File: src/rtl/core/xkb_pkg.sv
// xkb_pkg: shared constants, types and the base64 alphabet for the
// xor keystream base64 encoder; no dependencies
package xkb_pkg;

	// number of key bytes used cyclically
	localparam int KEY_LENGTH = 12;

	// configuration register indexes
	localparam logic [1:0] REG_KEY_0_TO_3  = 2'd0;
	localparam logic [1:0] REG_KEY_4_TO_7  = 2'd1;
	localparam logic [1:0] REG_KEY_8_TO_11 = 2'd2;

	// ascii codes used by the encoder
	localparam logic [6:0] CHAR_PAD   = 7'h3D; // '='
	localparam logic [6:0] CHAR_UPPER = 7'h41; // 'A'
	localparam logic [6:0] CHAR_LOWER = 7'h61; // 'a'
	localparam logic [6:0] CHAR_DIGIT = 7'h30; // '0'
	localparam logic [6:0] CHAR_PLUS  = 7'h2B; // '+'
	localparam logic [6:0] CHAR_SLASH = 7'h2F; // '/'

	// one xored byte with the group state it meets
	typedef struct packed {
		logic [7:0] data;
		logic       last;
		logic [1:0] phase;
		logic [3:0] leftover;
	} xkb_byte_t;

	// up to four characters caused by one byte, slot 0 goes out first
	typedef struct packed {
		logic [3:0][6:0] chars;
		logic [3:0]      lasts;
		logic [2:0]      count;
	} xkb_chars_t;

	// standard base64 alphabet
	function automatic logic [6:0] sextet(input logic [5:0] v);
		logic [6:0] w;
		w = {1'b0, v};
		if (v < 6'd26)
			sextet = CHAR_UPPER + w;
		else if (v < 6'd52)
			sextet = CHAR_LOWER + w - 7'd26;
		else if (v < 6'd62)
			sextet = CHAR_DIGIT + w - 7'd52;
		else if (v == 6'd62)
			sextet = CHAR_PLUS;
		else
			sextet = CHAR_SLASH;
	endfunction

endpackage

File: src/rtl/core/xkb_front.sv
// xkb_front: key registers, key position and group state; xors each
// accepted byte and registers it for encoding; uses xkb_pkg
module xkb_front import xkb_pkg::*; (
	input  logic        clk,
	input  logic        arst_n,
	input  logic        cfg_we,
	input  logic [1:0]  cfg_index,
	input  logic [31:0] cfg_wdata,
	input  logic        accept,
	input  logic [7:0]  in_byte,
	input  logic        in_last,
	input  logic        advance,
	output logic        valid_s1,
	output xkb_byte_t   byte_s1
);

	logic [31:0] key0_q, key1_q, key2_q;
	logic [3:0]  pos_q;
	logic [1:0]  phase_q;
	logic [3:0]  leftover_q;

	logic [31:0] key_word;
	logic [7:0]  key_byte;
	logic [7:0]  xored;
	logic [4:0]  pos_inc;
	logic [3:0]  pos_next;
	logic [1:0]  phase_next;
	logic [3:0]  leftover_next;

	// key byte select, indexes twelve and up read as zero
	always_comb begin
		case (pos_q[3:2])
			2'd0:    key_word = key0_q;
			2'd1:    key_word = key1_q;
			2'd2:    key_word = key2_q;
			default: key_word = '0;
		endcase
		case (pos_q[1:0])
			2'd0:    key_byte = key_word[7:0];
			2'd1:    key_byte = key_word[15:8];
			2'd2:    key_byte = key_word[23:16];
			default: key_byte = key_word[31:24];
		endcase
	end

	assign xored = in_byte ^ key_byte;

	// next position and group state
	always_comb begin
		pos_inc = {1'b0, pos_q} + 5'd1;
		pos_next = (pos_inc >= 5'(KEY_LENGTH)) ? 4'd0 : pos_inc[3:0];
		case (phase_q)
			2'd1: begin
				phase_next    = 2'd2;
				leftover_next = xored[3:0];
			end
			2'd2: begin
				phase_next    = 2'd0;
				leftover_next = 4'd0;
			end
			default: begin
				phase_next    = 2'd1;
				leftover_next = {2'b00, xored[1:0]};
			end
		endcase
		if (in_last) begin
			pos_next      = 4'd0;
			phase_next    = 2'd0;
			leftover_next = 4'd0;
		end
	end

	// key registers
	always_ff @(posedge clk or negedge arst_n) begin
		if (!arst_n) begin
			key0_q <= '0;
			key1_q <= '0;
			key2_q <= '0;
		end else if (cfg_we) begin
			case (cfg_index)
				REG_KEY_0_TO_3:  key0_q <= cfg_wdata;
				REG_KEY_4_TO_7:  key1_q <= cfg_wdata;
				REG_KEY_8_TO_11: key2_q <= cfg_wdata;
				default: ;
			endcase
		end
	end

	// stream state
	always_ff @(posedge clk or negedge arst_n) begin
		if (!arst_n) begin
			pos_q      <= '0;
			phase_q    <= '0;
			leftover_q <= '0;
			valid_s1   <= 1'b0;
		end else begin
			if (accept) begin
				pos_q      <= pos_next;
				phase_q    <= phase_next;
				leftover_q <= leftover_next;
			end
			if (accept)
				valid_s1 <= 1'b1;
			else if (advance)
				valid_s1 <= 1'b0;
		end
	end

	// stage 1 payload
	always_ff @(posedge clk) begin
		if (accept) begin
			byte_s1.data     <= xored;
			byte_s1.last     <= in_last;
			byte_s1.phase    <= phase_q;
			byte_s1.leftover <= leftover_q;
		end
	end

endmodule

File: src/rtl/core/xkb_encode.sv
// xkb_encode: turns one xored byte and its group state into up to four
// base64 characters with padding; uses xkb_pkg
module xkb_encode import xkb_pkg::*; (
	input  xkb_byte_t  byte_in,
	output xkb_chars_t chars_out
);

	logic [7:0] b;

	assign b = byte_in.data;

	// character selection per group phase
	always_comb begin
		chars_out.chars = '0;
		chars_out.lasts = '0;
		case (byte_in.phase)
			2'd1: begin
				chars_out.chars[0] = sextet({byte_in.leftover[1:0], b[7:4]});
				if (byte_in.last) begin
					chars_out.chars[1] = sextet({b[3:0], 2'b00});
					chars_out.chars[2] = CHAR_PAD;
					chars_out.lasts[2] = 1'b1;
					chars_out.count    = 3'd3;
				end else begin
					chars_out.count    = 3'd1;
				end
			end
			2'd2: begin
				chars_out.chars[0] = sextet({byte_in.leftover, b[7:6]});
				chars_out.chars[1] = sextet(b[5:0]);
				chars_out.lasts[1] = byte_in.last;
				chars_out.count    = 3'd2;
			end
			default: begin
				chars_out.chars[0] = sextet(b[7:2]);
				if (byte_in.last) begin
					chars_out.chars[1] = sextet({b[1:0], 4'b0000});
					chars_out.chars[2] = CHAR_PAD;
					chars_out.chars[3] = CHAR_PAD;
					chars_out.lasts[3] = 1'b1;
					chars_out.count    = 3'd4;
				end else begin
					chars_out.count    = 3'd1;
				end
			end
		endcase
	end

endmodule

File: src/rtl/core/xkb_outbuf.sv
// xkb_outbuf: result register holding the characters of one byte and
// shifting them out one per transaction; uses xkb_pkg
module xkb_outbuf import xkb_pkg::*; (
	input  logic       clk,
	input  logic       arst_n,
	input  logic       load_valid,
	input  xkb_chars_t load_chars,
	output logic       load,
	output logic       tvalid,
	input  logic       tready,
	output logic [6:0] out_char,
	output logic       out_last
);

	logic [3:0][6:0] chars_q;
	logic [3:0]      lasts_q;
	logic [2:0]      count_q;
	logic            pop;

	assign tvalid   = (count_q != 3'd0);
	assign pop      = tvalid && tready;
	assign load     = load_valid && ((count_q == 3'd0) || ((count_q == 3'd1) && tready));
	assign out_char = chars_q[0];
	assign out_last = lasts_q[0];

	// fill count
	always_ff @(posedge clk or negedge arst_n) begin
		if (!arst_n)
			count_q <= '0;
		else if (load)
			count_q <= load_chars.count;
		else if (pop)
			count_q <= count_q - 3'd1;
	end

	// character slots, shift toward slot 0 on each transaction
	always_ff @(posedge clk) begin
		if (load) begin
			chars_q <= load_chars.chars;
			lasts_q <= load_chars.lasts;
		end else if (pop) begin
			chars_q <= {7'd0, chars_q[3:1]};
			lasts_q <= {1'b0, lasts_q[3:1]};
		end
	end

endmodule

File: src/rtl/core/xor_keystream_base64_encoder.sv
// xor_keystream_base64_encoder: top level of the xor keystream base64
// encoder; uses xkb_pkg, xkb_front, xkb_encode and xkb_outbuf
//
// Message bytes enter on the s_axis channel, s_axis_tlast on the final
// byte of a message. Each byte is xored with the next byte of a 12-byte
// key, used cyclically, and the stream is base64 encoded. ASCII
// characters leave on the m_axis channel, m_axis_tlast on the final
// character of a message (the last one, or the last '=' of padding).
// The key is written through cfg_we/cfg_index/cfg_wdata; the user
// must do so only while idle, as the block does not enforce it. A
// write takes effect from the next accepted byte. An accepted byte
// is registered in the input stage, encoded combinationally and
// loaded into the result register that drives m_axis. Each byte
// causes one to four characters, 1 or 2 mid-message and 2 to 4 on a
// final byte; the output side sends one per cycle while m_axis_tready
// is high. A registered input stage and a four-slot result register
// let a new byte be taken while the previous characters drain.
// Reset clears the key to zero and returns the key position and group
// phase to the start. When the receiver stalls, the result register
// holds its character, the input stage fills and s_axis_tready drops.
module xor_keystream_base64_encoder import xkb_pkg::*; (
	input  logic        clk,
	input  logic        arst_n,
	input  logic        cfg_we,
	input  logic [1:0]  cfg_index,
	input  logic [31:0] cfg_wdata,
	input  logic        s_axis_tvalid,
	output logic        s_axis_tready,
	input  logic [7:0]  s_axis_tdata,  // [7:0] in_byte
	input  logic        s_axis_tlast,  // in_last
	output logic        m_axis_tvalid,
	input  logic        m_axis_tready,
	output logic [7:0]  m_axis_tdata,  // [6:0] out_char, [7] zero
	output logic        m_axis_tlast   // out_last
);

	logic       accept;
	logic       advance;
	logic       valid_s1;
	xkb_byte_t  byte_s1;
	xkb_chars_t chars;
	logic [6:0] out_char;

	// input stage is free when empty or moving on this cycle
	assign s_axis_tready = !valid_s1 || advance;
	assign accept        = s_axis_tvalid && s_axis_tready;

	xkb_front u_front (
		.clk       (clk),
		.arst_n    (arst_n),
		.cfg_we    (cfg_we),
		.cfg_index (cfg_index),
		.cfg_wdata (cfg_wdata),
		.accept    (accept),
		.in_byte   (s_axis_tdata),
		.in_last   (s_axis_tlast),
		.advance   (advance),
		.valid_s1  (valid_s1),
		.byte_s1   (byte_s1)
	);

	xkb_encode u_encode (
		.byte_in   (byte_s1),
		.chars_out (chars)
	);

	xkb_outbuf u_outbuf (
		.clk        (clk),
		.arst_n     (arst_n),
		.load_valid (valid_s1),
		.load_chars (chars),
		.load       (advance),
		.tvalid     (m_axis_tvalid),
		.tready     (m_axis_tready),
		.out_char   (out_char),
		.out_last   (m_axis_tlast)
	);

	assign m_axis_tdata = {1'b0, out_char};

endmodule

File: config.mk
export PLATFORM = sky130hd
export DESIGN_NAME = xor_keystream_base64_encoder
export DESIGN_NICKNAME = d
export VERILOG_FILES = /design/src/rtl/core/xkb_pkg.sv /design/src/rtl/core/xkb_front.sv /design/src/rtl/core/xkb_encode.sv /design/src/rtl/core/xkb_outbuf.sv /design/src/rtl/core/xor_keystream_base64_encoder.sv
export SDC_FILE = /design/constraint.sdc
export NUM_CORES = 1
export LEC_CHECK = 0
export BUFFER_PORTS_ARGS = -buffer_cell sky130_fd_sc_hd__buf_2
export CAP_MARGIN = 20
export CORE_MARGIN = 2
export CORE_UTILIZATION = 55
export CTS_CLUSTER_SIZE = 25
export DETAILED_ROUTE_END_ITERATION = 16
export PLACE_DENSITY_LB_ADDON = 0.1
export SLEW_MARGIN = 20
export SYNTH_ARGS = -nofsm -noshare
export SYNTH_HDL_FRONTEND = slang
export SYNTH_SLANG_ARGS = --single-unit
File: constraint.sdc
create_clock -name clk -period 4.46 [get_ports clk]
set_input_delay 0.446 -clock clk [delete_from_list [all_inputs] [get_ports clk]]
set_output_delay 0.446 -clock clk [all_outputs]
set_load 0.02 [all_outputs]
==> results.md, run 1 <==
- Status: completed
- Reg clk slew, reported paths: 70 ps
- Max stage delay on crit path: 730 ps
- CP required: 4610 ps
- Post-CTS setup buffer count: 0
- Final #Nets: 930
- Clk pwr share: 0.238
- PostCTS Resize Cnt: 0
- Initial Util: 0.560
- CTS tree: done
- Synth Instances: 833
- Drt drc: 0
- Seq cells post-synth: 145
- Clk sinks: 145
- PwrDens: 612 mW/mm2
- Vias in the first global route: 6495
- Post-synth top area share: 0.310
- Pin count of the biggest net entering global routing: 86
- Count leader, synth: dfrtp_1
- RSZ-0062 raised after global routing: no
- Critical Path Start Type: flip-flop
- Routed wire length: 21.5 mm
- Ys async rst share: 0.759
- Power share of the combinational group: 0.402
- Peak Freq: 0.331 GHz
- Drt pass-1 iters: 5
- Drt initial violations: 517
- Clock latency on the worst-skew pair: 420 ps
- I/O pins: 59
- Register Area: 0.00379 mm2
- Metal-1 WL: 8.91 mm
- Initial antenna violation count: 0
- Hold Path Class: in2async
- Area of the multi-input gates: 0.00453 mm2
- Predominant post-synthesis flop cell: dfrtp_1
- Synth cell count leaders: dfrtp_1, mux2_2, a21oi_1
- Non-filler instance count after layout: 1079
- CTS max path bufs: 2
- Synth cell types: 87
- Critical path class: reg2reg
- Area contributors post-synth: dfrtp_1, mux2_2, edfxtp_1
- First-pass GRT wire length: 34.2 mm
- GRT Util Overall: 0.261
- Period utilization: 0.677
- Post-Syn Area: 0.00887 mm2
- Slowest cell on crit path: edfxtp_1
- Die X: 131 um
- Power share of the sequential group: 0.360
- Max-slew headroom: 0.285
- Final setup fails: 0
- Via count of the routed design: 6654
- Area leader, netlist: dfrtp_1
- Share of layout cells above drive strength 1: 0.260
- Global route overflow: 0
- Net Count, Synth: 913
- Layout area overhead: 9.25%
- Die ar.: 0.0172 mm2
- Routed Antenna Nets: 0
- Vias/cell: 6.17
- WL met2: 11.0 mm
- VDD IR-drop max: 0.304 mV
- R2R depth: 6
- Switching Fraction: 0.404
- Pint: 3530 uW
- Met3 wire length: 842 um
- Final Hold Fails: 0
- Mapped Avg Cell Area: 10.6 um2
- # fillers: 1292
- H-tree lvl count: 4
- CTS root buf: clkbuf_16
- Height of the chip: 131 um
- Switching power: 2390 uW
- Crit Path Max Fanout: 16
- Hold buffer count at CTS: 0
- Post-placement cell count: 1047
- Minimum clock period: 3020 ps
- Fin Clk Skew: 8.63 ps
- Core area: 0.0158 mm2
- CP arrival: 3170 ps
- Yosys warnings: 0
- Highest metal used: met4
- WL/cell: 19.9 um
- CP Cell Sequence: ha_1 -> nand2b_1 -> a21oi_1 -> or3b_1 -> a21boi_1 -> o31ai_1
- Row count: 46
- Register area share after synthesis: 0.428
- EDFF count, synth: 34
- Final HPWL DP: 14.9 mm
- TNS Setup: 0 ps
- Max Cap Violations: 0
- Placer congestion estimate: 0.926
- Pins Over Slew Limit: 0
- Worst Setup End Kind: flip-flop
- CTS buffer count: 17
- Worst-margin pin slew: 1070 ps
- Leak: 0.00391 uW
- Port bufs: 57
- # diodes: 0
-- final cells by class --
class,instances,area share
Multi-Input combinational cell,577,0.468
Sequential cell,145,0.392
Clock buffer,18,0.0453
Timing Repair Buffer,63,0.0347
Tap cell,216,0.0279
Inverter,46,0.0178
Clock inverter,14,0.0147
-- flip-flops by register name (all words and copies together) (netlist names), 3 cells and up --
name / flops
u_front.byte_s1: 15
u_front.key0_q: 32
u_front.key1_q: 32
u_front.key2_q: 32
u_front.leftover_q: 4
u_front.pos_q: 4
u_outbuf.chars_q: 9
u_outbuf.count_q: 3
u_outbuf.lasts_q: 4
u_outbuf.out_char: 7
-- power groups by stage --
| stage | sequential, uW | clock [uW] | combinational (uW) |
|---|---|---|---|
| after floorplan | 1970 | 0 | 1950 |
| after global placement | 2130 | 0 | 2340 |
| after detailed placement | 2150 | 0 | 2340 |
| after CTS | 2130 | 1430 | 2360 |
| after global routing | 2190 | 1490 | 2620 |
| final | 2130 | 1410 | 2380 |
-- cells by family after synthesis --
group,synth area share
compound gates,0.166
simple gates,0.118
flops,0.428
mux,0.158
buf+inv,0.0616
fa+ha+maj,0.0451
xor+xnor,0.0227
other cells,0.000423
-- path summary, 6_finish.rpt --
check	start	endpoint	slack (ps)
setup / recovery	u_front.byte_s1[14]	u_outbuf.out_char[0]	1440
hold / removal	arst_n	u_front.key0_q[25]	50
setup reg to reg	u_front.byte_s1[14]	u_outbuf.out_char[0]	1440
hold reg to reg	u_front.leftover_q[3]	u_front.byte_s1[3]	470
max in group asynchronous	arst_n	u_front.leftover_q[1]	3570
min in group clk	cfg_wdata[7]	u_front.key0_q[7]	280
-- placed cells by master (no fill, tap or decap), types with 11 or more instances in the layout --
cell type,instances
a211oi_1,11
a21oi_1,46
a31oi_1,14
buf_2,56
clkbuf_16,17
dfrtp_1,109
edfxtp_1,34
ha_1,32
inv_1,42
mux2_2,98
mux2i_1,29
nand2_1,36
nand3_1,15
nand3b_1,14
nor2_1,30
nor3_1,14
o21ai_0,31
o21ai_1,11
xnor2_1,11
xor2_1,12
-- per-layer routing --
layer  GRT usage  vias up
met5           0        -
met4       0.118        0
met3      0.0423       46
met2       0.453      211
met1       0.320     3287
li1            -     3110
-- stage by stage --
stage	hold slack (ps)	setup WS [ps]	cell area [um2]	power (uW)	utilization
global route	118	1280	9690	6290	0.612
finish	54.6	1440	9690	5930	0.612
detailed placement	442	1490	9100	4490	0.575
CTS	234	1490	9690	5920	0.612
global placement	439	1490	9100	4470	0.575
floorplan	150	2130	8870	3920	-
-- critical path: cells and delay by family, from the launching register on --
kind	cells	cell delay, ps
and+or+nand+nor	2	700
AOI/OAI and AO/OA	3	620
DFF	1	730
adders and majority gates	1	690
No activity file was read; power rests on OpenSTA's default activity.
==> inputs of run 2 (changes only) <==
clock period = 2.57 ns   (was 4.46 ns; I/O delays follow)
==> results.md, run 2 (synthesis results as in run 1) <==
- Hold Slack: 89.7 ps (+35.1 ps)
- Placed Area: 0.00946 mm2 (+3.9%)
- H-tree lvl count: 4 (unchanged)
- Critical Path Start Type: flip-flop
- Drt pass-1 iters: 5 (unchanged)
- Worst Setup End Kind: flip-flop
- Vias/cell: 6.10 (-1.0%)
- Port bufs: 57 (unchanged)
- Pin count of the biggest net entering global routing: 49 (-43%)
- Hold Path Class: in2reg
- Die X: 131 um (unchanged)
- Switching power: 4240 uW (+77%)
- CTS tree: done
- CTS root buf: clkbuf_16
- Post-placement cell count: 1089 (+4.0%)
- Routed Antenna Nets: 0 (unchanged)
- Switching Fraction: 0.391 (-0.0127)
- Commonest non-fill, non-tap cell in the layout: dfrtp_1
- Drt initial violations: 648 (+25%)
- Minimum clock period: 2470 ps (-549 ps)
- Reg clk slew, reported paths: 70 ps (about the same)
- Global route overflow: 0 (unchanged)
- GRT Util Overall: 0.283 (+0.0219)
- Routed wire length: 22.9 mm (+6.4%)
- Pins Over Slew Limit: 0 (unchanged)
- Vias in the first global route: 6960 (+7.2%)
- Max-slew headroom: 0.523 (+0.238)
- # diodes: 0 (unchanged)
- WL/cell: 20.4 um (+2.3%)
- Pint: 6600 uW (+87%)
- R2R depth: 6 (unchanged)
- Drt drc: 0 (unchanged)
- Die ar.: 0.0172 mm2 (unchanged)
- Share of layout cells above drive strength 1: 0.294 (+0.0340)
- RSZ-0062 raised after global routing: no
- Period utilization: 0.960 (+0.284)
- Clock latency on the worst-skew pair: 420 ps (about the same)
- Status: completed
- I/O pins: 59 (unchanged)
- Max stage delay on crit path: 540 ps (-190 ps)
- Power share of the sequential group: 0.328 (-0.032)
- Layout area overhead: 13.8%
- Clk sinks: 145 (unchanged)
- Via count of the routed design: 6847 (+2.9%)
- CTS buffer count: 17 (unchanged)
- WP buf/inv: 1 (+1)
- Final setup fails: 0 (unchanged)
- Final Hold Fails: 0 (unchanged)
- CP arrival: 2620 ps (-550 ps)
- Final #Nets: 973 (+4.6%)
- Row count: 46 (unchanged)
- CP Cell Sequence: ha_1 -> buf_4 -> a21oi_1 -> a221oi_1 -> a211oi_1 -> a211oi_2
- PwrDens: 1070 mW/mm2 (+76%)
- Height of the chip: 131 um (unchanged)
- VDD IR-drop max: 0.597 mV (+96%)
- Commonest cells after routing, fill and taps aside: dfrtp_1, mux2_2, buf_2, a21oi_1, buf_4
- Power share of the combinational group: 0.430 (+0.028)
- Critical path class: reg2reg
- Core area: 0.0158 mm2 (unchanged)
- Initial Util: 0.560 (unchanged)
- Peak Freq: 0.405 GHz (+22%)
- TNS Setup: 0 ps (unchanged)
- CTS max path bufs: 2 (unchanged)
- Final HPWL DP: 16.4 mm (+10%)
- Worst-margin pin slew: 707 ps (-366 ps)
- Slowest cell on crit path: edfxtp_1
- Top flop regs: u_front.key0_q x32, u_front.key1_q x32, u_front.key2_q x32
- Initial antenna violation count: 0 (unchanged)
- Max Cap Violations: 0 (unchanged)
- Placer congestion estimate: 0.954 (+3.0%)
- Design area: 0.0101 mm2 (+4.2%)
- CP Depth: 6 (unchanged)
- Total power: 10800 uW (+83%)
- Crit Path Max Fanout: 9 (-7)
- First-pass GRT wire length: 36.9 mm (+8.0%)
- Clk pwr share: 0.242 (+0.004)
- Hold Path Cell Cnt: 2
- CP required: 2730 ps (-1880 ps)
- Non-filler instance count after layout: 1122 (+4.0%)
- Leak: 0.00415 uW (+6.2%)
- Post-CTS setup buffer count: 0 (unchanged)
- Crit-path leading delay family: compound AO/OA/AOI/OAI gates
- Fin Clk Skew: 11.7 ps (+3.11 ps)
run 2: path summary, 6_finish.rpt:
kind	from	end	slack (ps)
max in group asynchronous	arst_n	u_front.key2_q[0]	1460
max reg2reg	u_front.byte_s1[12]	u_outbuf.out_char[3]	100
min in group asynchronous	arst_n	u_front.key2_q[30]	400
min reg2reg	u_front.leftover_q[0]	u_front.byte_s1[0]	480
min	cfg_wdata[21]	u_front.key2_q[21]	90
max	u_front.byte_s1[12]	u_outbuf.out_char[3]	100
run 2: layer usage:
layer	part of all wire	track usage
met1	0.42	0.348
met2	0.51	0.494
met3	0.037	0.0423
met4	0.035	0.123
met5	0	0
run 2: power groups by stage:
stage | logic, uW | registers (uW) | clock network [uW]
finish | 4660 | 3560 | 2630
global route | 5080 | 3630 | 2770
CTS | 4620 | 3550 | 2660
detailed placement | 4590 | 3590 | 0
global placement | 4550 | 3550 | 0
floorplan | 3390 | 3410 | 0
run 2: through the flow:
step	utilization	setup WS, ps
after floorplan	-	243
after CTS	0.638	163
after detailed placement	0.598	179
after global routing	0.638	10.9
final	0.638	102
after global placement	0.598	164
run 2: what timing repair did:
item	CTS	global route
resized for setup	0	0
hold buffers	1	0
endpoints found under the hold margin	46	0
run 2: area by class of cell:
type | count | area, um2
Clock buffer | 19 | 453
Clock inverter | 13 | 176
Fill cell | 1244 | 5730
Inverter | 46 | 173
Multi-Input combinational cell | 577 | 4530
Sequential cell | 145 | 3790
Tap cell | 216 | 270
Timing Repair Buffer | 106 | 696
